<file path="src/design/lhmm_pkg.sv">
`timescale 1ns / 1ps
`default_nettype none

package lhmm_pkg;

  localparam int NUM_BINS_DEF = 1024;
  // Wide enough for a bin index at the largest allowed bin count.
  localparam int BIN_MAX_W = 16;
  localparam int QUEUE_DEPTH = 4;

  localparam logic [2:0] OP_ADD      = 3'd0;
  localparam logic [2:0] OP_CLEAR    = 3'd1;
  localparam logic [2:0] OP_READ     = 3'd2;
  localparam logic [2:0] OP_OUTLIERS = 3'd3;
  localparam logic [2:0] OP_MEDIAN   = 3'd4;
  localparam logic [2:0] OP_MEAN     = 3'd5;

  localparam logic [1:0] ERR_OK        = 2'd0;
  localparam logic [1:0] ERR_ZERO_TIME = 2'd1;
  localparam logic [1:0] ERR_EMPTY     = 2'd2;

  localparam logic [2:0] K_RESP   = 3'd0;
  localparam logic [2:0] K_ADD    = 3'd1;
  localparam logic [2:0] K_CLEAR  = 3'd2;
  localparam logic [2:0] K_READ   = 3'd3;
  localparam logic [2:0] K_MEDIAN = 3'd4;
  localparam logic [2:0] K_MEAN   = 3'd5;

  typedef struct packed {
    logic [2:0]  operation;
    logic [30:0] time_value;
    logic [15:0] mean_scale;
  } in_t;

  typedef struct packed {
    logic [31:0] result_value;
    logic [1:0]  error_code;
  } out_t;

  typedef struct packed {
    logic [2:0]           kind;
    logic [BIN_MAX_W-1:0] bin;
    logic [15:0]          scale;
    logic [1:0]           err;
  } cmd_t;

  typedef struct packed {
    logic clearing;
  } back_status_t;

endpackage

`default_nettype wire

</file>
<file path="src/design/lhmm_front.sv">
`timescale 1ns / 1ps
`default_nettype none

module lhmm_front #(
  parameter int NUM_BINS = lhmm_pkg::NUM_BINS_DEF
) (
  input  wire logic                  clk,
  input  wire logic                  rst_n,
  input  wire logic                  in_push,
  output logic                       in_full,
  input  wire lhmm_pkg::in_t         in_data,
  input  wire lhmm_pkg::back_status_t status,
  output logic                       q_valid,
  output lhmm_pkg::cmd_t             q_cmd,
  input  wire logic                  q_pop
);

  localparam int PW = $clog2(lhmm_pkg::QUEUE_DEPTH);

  lhmm_pkg::cmd_t cmd;
  lhmm_pkg::cmd_t q_r [lhmm_pkg::QUEUE_DEPTH];
  logic [PW-1:0] wp_r, wp_nxt, rp_r, rp_nxt;
  logic [PW:0]   cnt_r, cnt_nxt;
  logic          in_range, push_ok, pop_ok;

  always_comb begin
    in_range  = {1'b0, in_data.time_value} < 32'(NUM_BINS);
    cmd.kind  = lhmm_pkg::K_RESP;
    cmd.bin   = in_range ? in_data.time_value[lhmm_pkg::BIN_MAX_W-1:0] : '0;
    cmd.scale = in_data.mean_scale;
    cmd.err   = lhmm_pkg::ERR_OK;
    case (in_data.operation)
      lhmm_pkg::OP_ADD: begin
        if (in_data.time_value == '0) begin
          cmd.err = lhmm_pkg::ERR_ZERO_TIME;
        end else begin
          cmd.kind = lhmm_pkg::K_ADD;
        end
      end
      lhmm_pkg::OP_CLEAR: cmd.kind = lhmm_pkg::K_CLEAR;
      lhmm_pkg::OP_READ: begin
        if (in_data.time_value == '0) begin
          cmd.err = lhmm_pkg::ERR_ZERO_TIME;
        end else if (in_range) begin
          cmd.kind = lhmm_pkg::K_READ;
        end
      end
      lhmm_pkg::OP_OUTLIERS: begin
        cmd.kind = lhmm_pkg::K_READ;
        cmd.bin  = '0;
      end
      lhmm_pkg::OP_MEDIAN: cmd.kind = lhmm_pkg::K_MEDIAN;
      lhmm_pkg::OP_MEAN:   cmd.kind = lhmm_pkg::K_MEAN;
      default: cmd.kind = lhmm_pkg::K_RESP;
    endcase
  end

  // No items enter while the back end sweeps the bin memory.
  assign in_full = (cnt_r == (PW+1)'(lhmm_pkg::QUEUE_DEPTH)) || status.clearing;
  assign push_ok = in_push && !in_full;
  assign q_valid = cnt_r != '0;
  assign pop_ok  = q_pop && q_valid;
  assign q_cmd   = q_r[rp_r];

  always_comb begin
    wp_nxt  = push_ok ? wp_r + 1'b1 : wp_r;
    rp_nxt  = pop_ok ? rp_r + 1'b1 : rp_r;
    cnt_nxt = cnt_r + (PW+1)'(push_ok) - (PW+1)'(pop_ok);
  end

  always_ff @(posedge clk) begin
    if (push_ok) begin
      q_r[wp_r] <= cmd;
    end
  end

  always_ff @(posedge clk) begin
    if (!rst_n) begin
      wp_r  <= '0;
      rp_r  <= '0;
      cnt_r <= '0;
    end else begin
      wp_r  <= wp_nxt;
      rp_r  <= rp_nxt;
      cnt_r <= cnt_nxt;
    end
  end

endmodule

`default_nettype wire

</file>
<file path="config.mk">
export PLATFORM = sky130hd
export DESIGN_NAME = lhmm_front
export DESIGN_NICKNAME = d
export VERILOG_FILES = /design/src/design/lhmm_pkg.sv /design/src/design/lhmm_front.sv
export SDC_FILE = /design/constraint.sdc
export NUM_CORES = 1
export LEC_CHECK = 0
export BUFFER_PORTS_ARGS = -buffer_cell sky130_fd_sc_hd__buf_2
export CAP_MARGIN = 20
export CORE_MARGIN = 8
export CORE_UTILIZATION = 25
export CTS_CLUSTER_DIAMETER = 40
export DETAILED_ROUTE_END_ITERATION = 16
export GPL_ROUTABILITY_DRIVEN = 1
export HOLD_SLACK_MARGIN = 0.12
export PLACE_DENSITY_LB_ADDON = 0.05
export SYNTH_ARGS = -nofsm -noshare
export SYNTH_HDL_FRONTEND = slang
export SYNTH_SLANG_ARGS = --single-unit
</file>
<file path="constraint.sdc">
create_clock -name clk -period 4.2 [get_ports clk]
set_input_delay 0.84 -clock clk [delete_from_list [all_inputs] [get_ports clk]]
set_output_delay 0.84 -clock clk [all_outputs]
set_load 0.1 [all_outputs]
</file>
==> results.txt <==
Reg2Reg Setup Slack - 1.71 ns
Area of the mapped netlist - 5884 µm²
Worst EP required - 3.36 ns
# nets final - 468
Yosys warns - 0
Placed insts - 706
Final Setup Violations - 0
Element type at the critical path end - primary output
Die Y - 169.4 µm
Max VDD drop - 0.3029 mV
Worst-path clk slew - 0.07 ns
Final hold vios - 0
Post-Place Setup Slack - 1.337 ns
Outcome - completed
Register area share after synthesis - 0.7655
DRC - 0
Rel. slew slack - 0.4487
Fin. max-slew vios - 0
Tot GR Track Use - 0.09641
Switching share of power - 0.4006
Flop pwr share - 0.368
CP Data Arrival Time - 2.30 ns
Global-route wire length before repair - 19840 µm
Clock share of power - 0.301
Worst setup margin - 1.064 ns
Switching power total - 2.062 mW
Reg-to-Reg End - cnt_r[2]
Setup crit start kind - flop
DP Area - 6853 µm²
Multi-input combinational cell area - 1394 µm²
Final Skew - 0.01028 ns
H-tree depth - 4
Max clock buf depth - 2
GRT overflow - 0
Starting Density - 0.2530
Reg-to-reg startpoint - cnt_r[1]
Post-synthesis register bit count - 153
Register area - 4509 µm²
PD cells - 690.6 nW/µm²
Max Cap Viol - 0
Worst Hold Endpoint - wp_r[1]
Routed len/inst - 17.86 µm
Port buffer count - 92
Core ar. - 23260 µm²
Period utilisation layout - 0.7467
Die W - 169.4 µm
Post-synth top area cell - edfxtp_1
Gpl congestion - 0.6582
Die area - 28700 µm²
CTS resizes - 0
Cells after Synth - 272
Post-CTS setup buffer count - 0
IO Pins - 94
Combinational fraction of design power - 0.331
Post-Layout Cell Count - 738
Site Rows - 56
Via/cell ratio - 3.991
Synth top area cells - edfxtp_1 (73%), mux4_2 (14%), dfxtp_1 (3.1%)
Largest net degree at the start of global routing - 37
Fin Setup TNS - 0 ns
Layout cells sized above 1 - 0.4177
Worst reg2reg path depth - 11
Worst-skew pair later-pin latency - 0.42 ns
Hold path start - wp_r[1]
Ant diodes - 0
Vias post-DR - 2945
Cell-internal power - 3.085 mW
Crit Path Class - reg -> out
CTS tree - yes
Num CTS Buffers - 17
Post-synth cell types - 33
Initial DRC count - 141
Pre-antenna DRT Iters - 4
Drt total wl - 13180 µm
Hold depth - 2
Initial antenna violation count - 2
CTS Hold Buffers Added - 0
Final core occ - 0.3204
RSZ-0062 raised after global routing - no
Detailed placement HPWL - 8537 µm
Avg Inst Size Synth - 21.63 µm²
Hold Crit Class - reg -> reg
Actual slew at the worst max-slew pin - 0.8270 ns
Fillers - 2317
Layout area overhead - 26.66%
Sink Count - 153
Lkg Pwr - 2.535 nW
CTS root buffer - clkbuf_16
Period minus WS final - 3.136 ns
Post-route ant nets - 0
Share of the synthesized area in the top cell type - 0.7349
FMAX - 318.9 MHz
Number of global-route vias before repair - 3288
Final instance area - 7453 µm²
Critical Path Fanout Max - 36
Yosys cell counts:
library cell,instances
nand4_1,1
and2_1,20
o31a_1,1
a21o_1,1
nor4_1,7
inv_1,8
o21ai_0,3
ha_1,6
buf_2,1
dfxtp_1,9
buf_1,3
nor3_1,1
buf_4,4
nand2b_1,1
a311oi_1,1
nor2b_1,3
clkbuf_2,1
or3_1,1
edfxtp_1,144
xor2_1,1
nand2_1,2
nand3b_1,1
xnor2_1,4
fa_1,1
a211oi_4,1
nor3_2,1
mux4_2,36
mux2i_1,1
nor2_1,4
or2_1,1
nor4_2,1
nand3_1,1
conb_1,1
cells by family (layout without fill, tap and decap cells):
logic type / count (synthesis) / after routing / synth area share
AOI/OAI and AO/OA: 7 / 7 / 0.01021
xor gates and xnor gates: 5 / 5 / 0.007442
muxes: 37 / 37 / 0.1395
adders and majority gates: 7 / 7 / 0.01616
buffers and inverters: 17 / 140 / 0.01382
and+or+nand+nor: 45 / 45 / 0.04678
other: 1 / 25 / 0.0006373
DFF: 153 / 153 / 0.7655
cell usage in the layout (no fill, tap or decap), types with 2 or more instances in the layout:
cell type / instances
o21ai_0: 3
clkinv_2: 2
xnor2_1: 4
clkbuf_16: 17
and2_2: 4
nor2_1: 4
bufinv_16: 3
and2_1: 16
nand2_1: 2
mux4_2: 36
dfxtp_1: 7
clkinvlp_4: 2
inv_6: 3
buf_2: 92
buf_4: 8
clkinv_4: 3
edfxtp_1: 144
nor2b_1: 3
inv_1: 8
nor4_1: 7
clkinv_1: 2
ha_1: 6
conb_1: 25
power groups by stage:
stage	combinational [mW]	sequential [mW]	clock, mW
3_5_place_dp	1.73	1.94	0
4_1_cts	1.73	1.91	1.59
6_report	1.70	1.89	1.55
3_3_place_gp	1.73	1.94	0
5_1_grt	1.77	1.92	1.66
2_1_floorplan	1.56	1.81	0
state kept, by name, indices dropped and copies added (netlist names), named ones only:
register and flops:
wp_r 2, cnt_r 3, rp_r 2, q_r 144
worst max path at each step:
stage	endpoint	slack, ns	cells past startpoint
2_1_floorplan	cnt_r[2]	1.57	11
3_3_place_gp	q_r[1][0]	1.37	5
3_5_place_dp	cnt_r[2]	1.34	12
4_1_cts	q_cmd[2]	0.97	2
5_1_grt	q_cmd[34]	0.90	2
6_report	q_cmd[34]	1.06	2
per-stage QoR:
step | hold WS [ns] | total power [mW]
final | 0.5629 | 5.148
after global routing | 0.5934 | 5.350
after CTS | 0.5686 | 5.236
after detailed placement | 0.5597 | 3.672
after global placement | 0.5678 | 3.674
after floorplan | 0.5277 | 3.371
worst max-delay path: stages, from the launching register on:
cell	delay, ns
dfxtp_4	0.89
mux4_2	0.64
buf_2	0.32
final cells by class:
| class | count | area share |
|---|---|---|
| Clock buffer | 17 | 0.05708 |
| Clock inverter | 15 | 0.02350 |
| Inverter | 8 | 0.004029 |
| Multi-Input combinational cell | 126 | 0.1870 |
| Sequential cell | 153 | 0.6050 |
| Tap cell | 319 | 0.05355 |
| Timing Repair Buffer | 100 | 0.06983 |
metal layers:
| metal | GRT usage | vias up | wire length (µm) |
|---|---|---|---|
| met5 | 0 | - | 26 |
| met4 | 0.04271 | 4 | 221 |
| met3 | 0.03164 | 20 | 604 |
| met2 | 0.1567 | 80 | 6341 |
| met1 | 0.1153 | 1490 | 5983 |
| li1 | - | 1351 | - |
(Power assumes the default switching activity.)
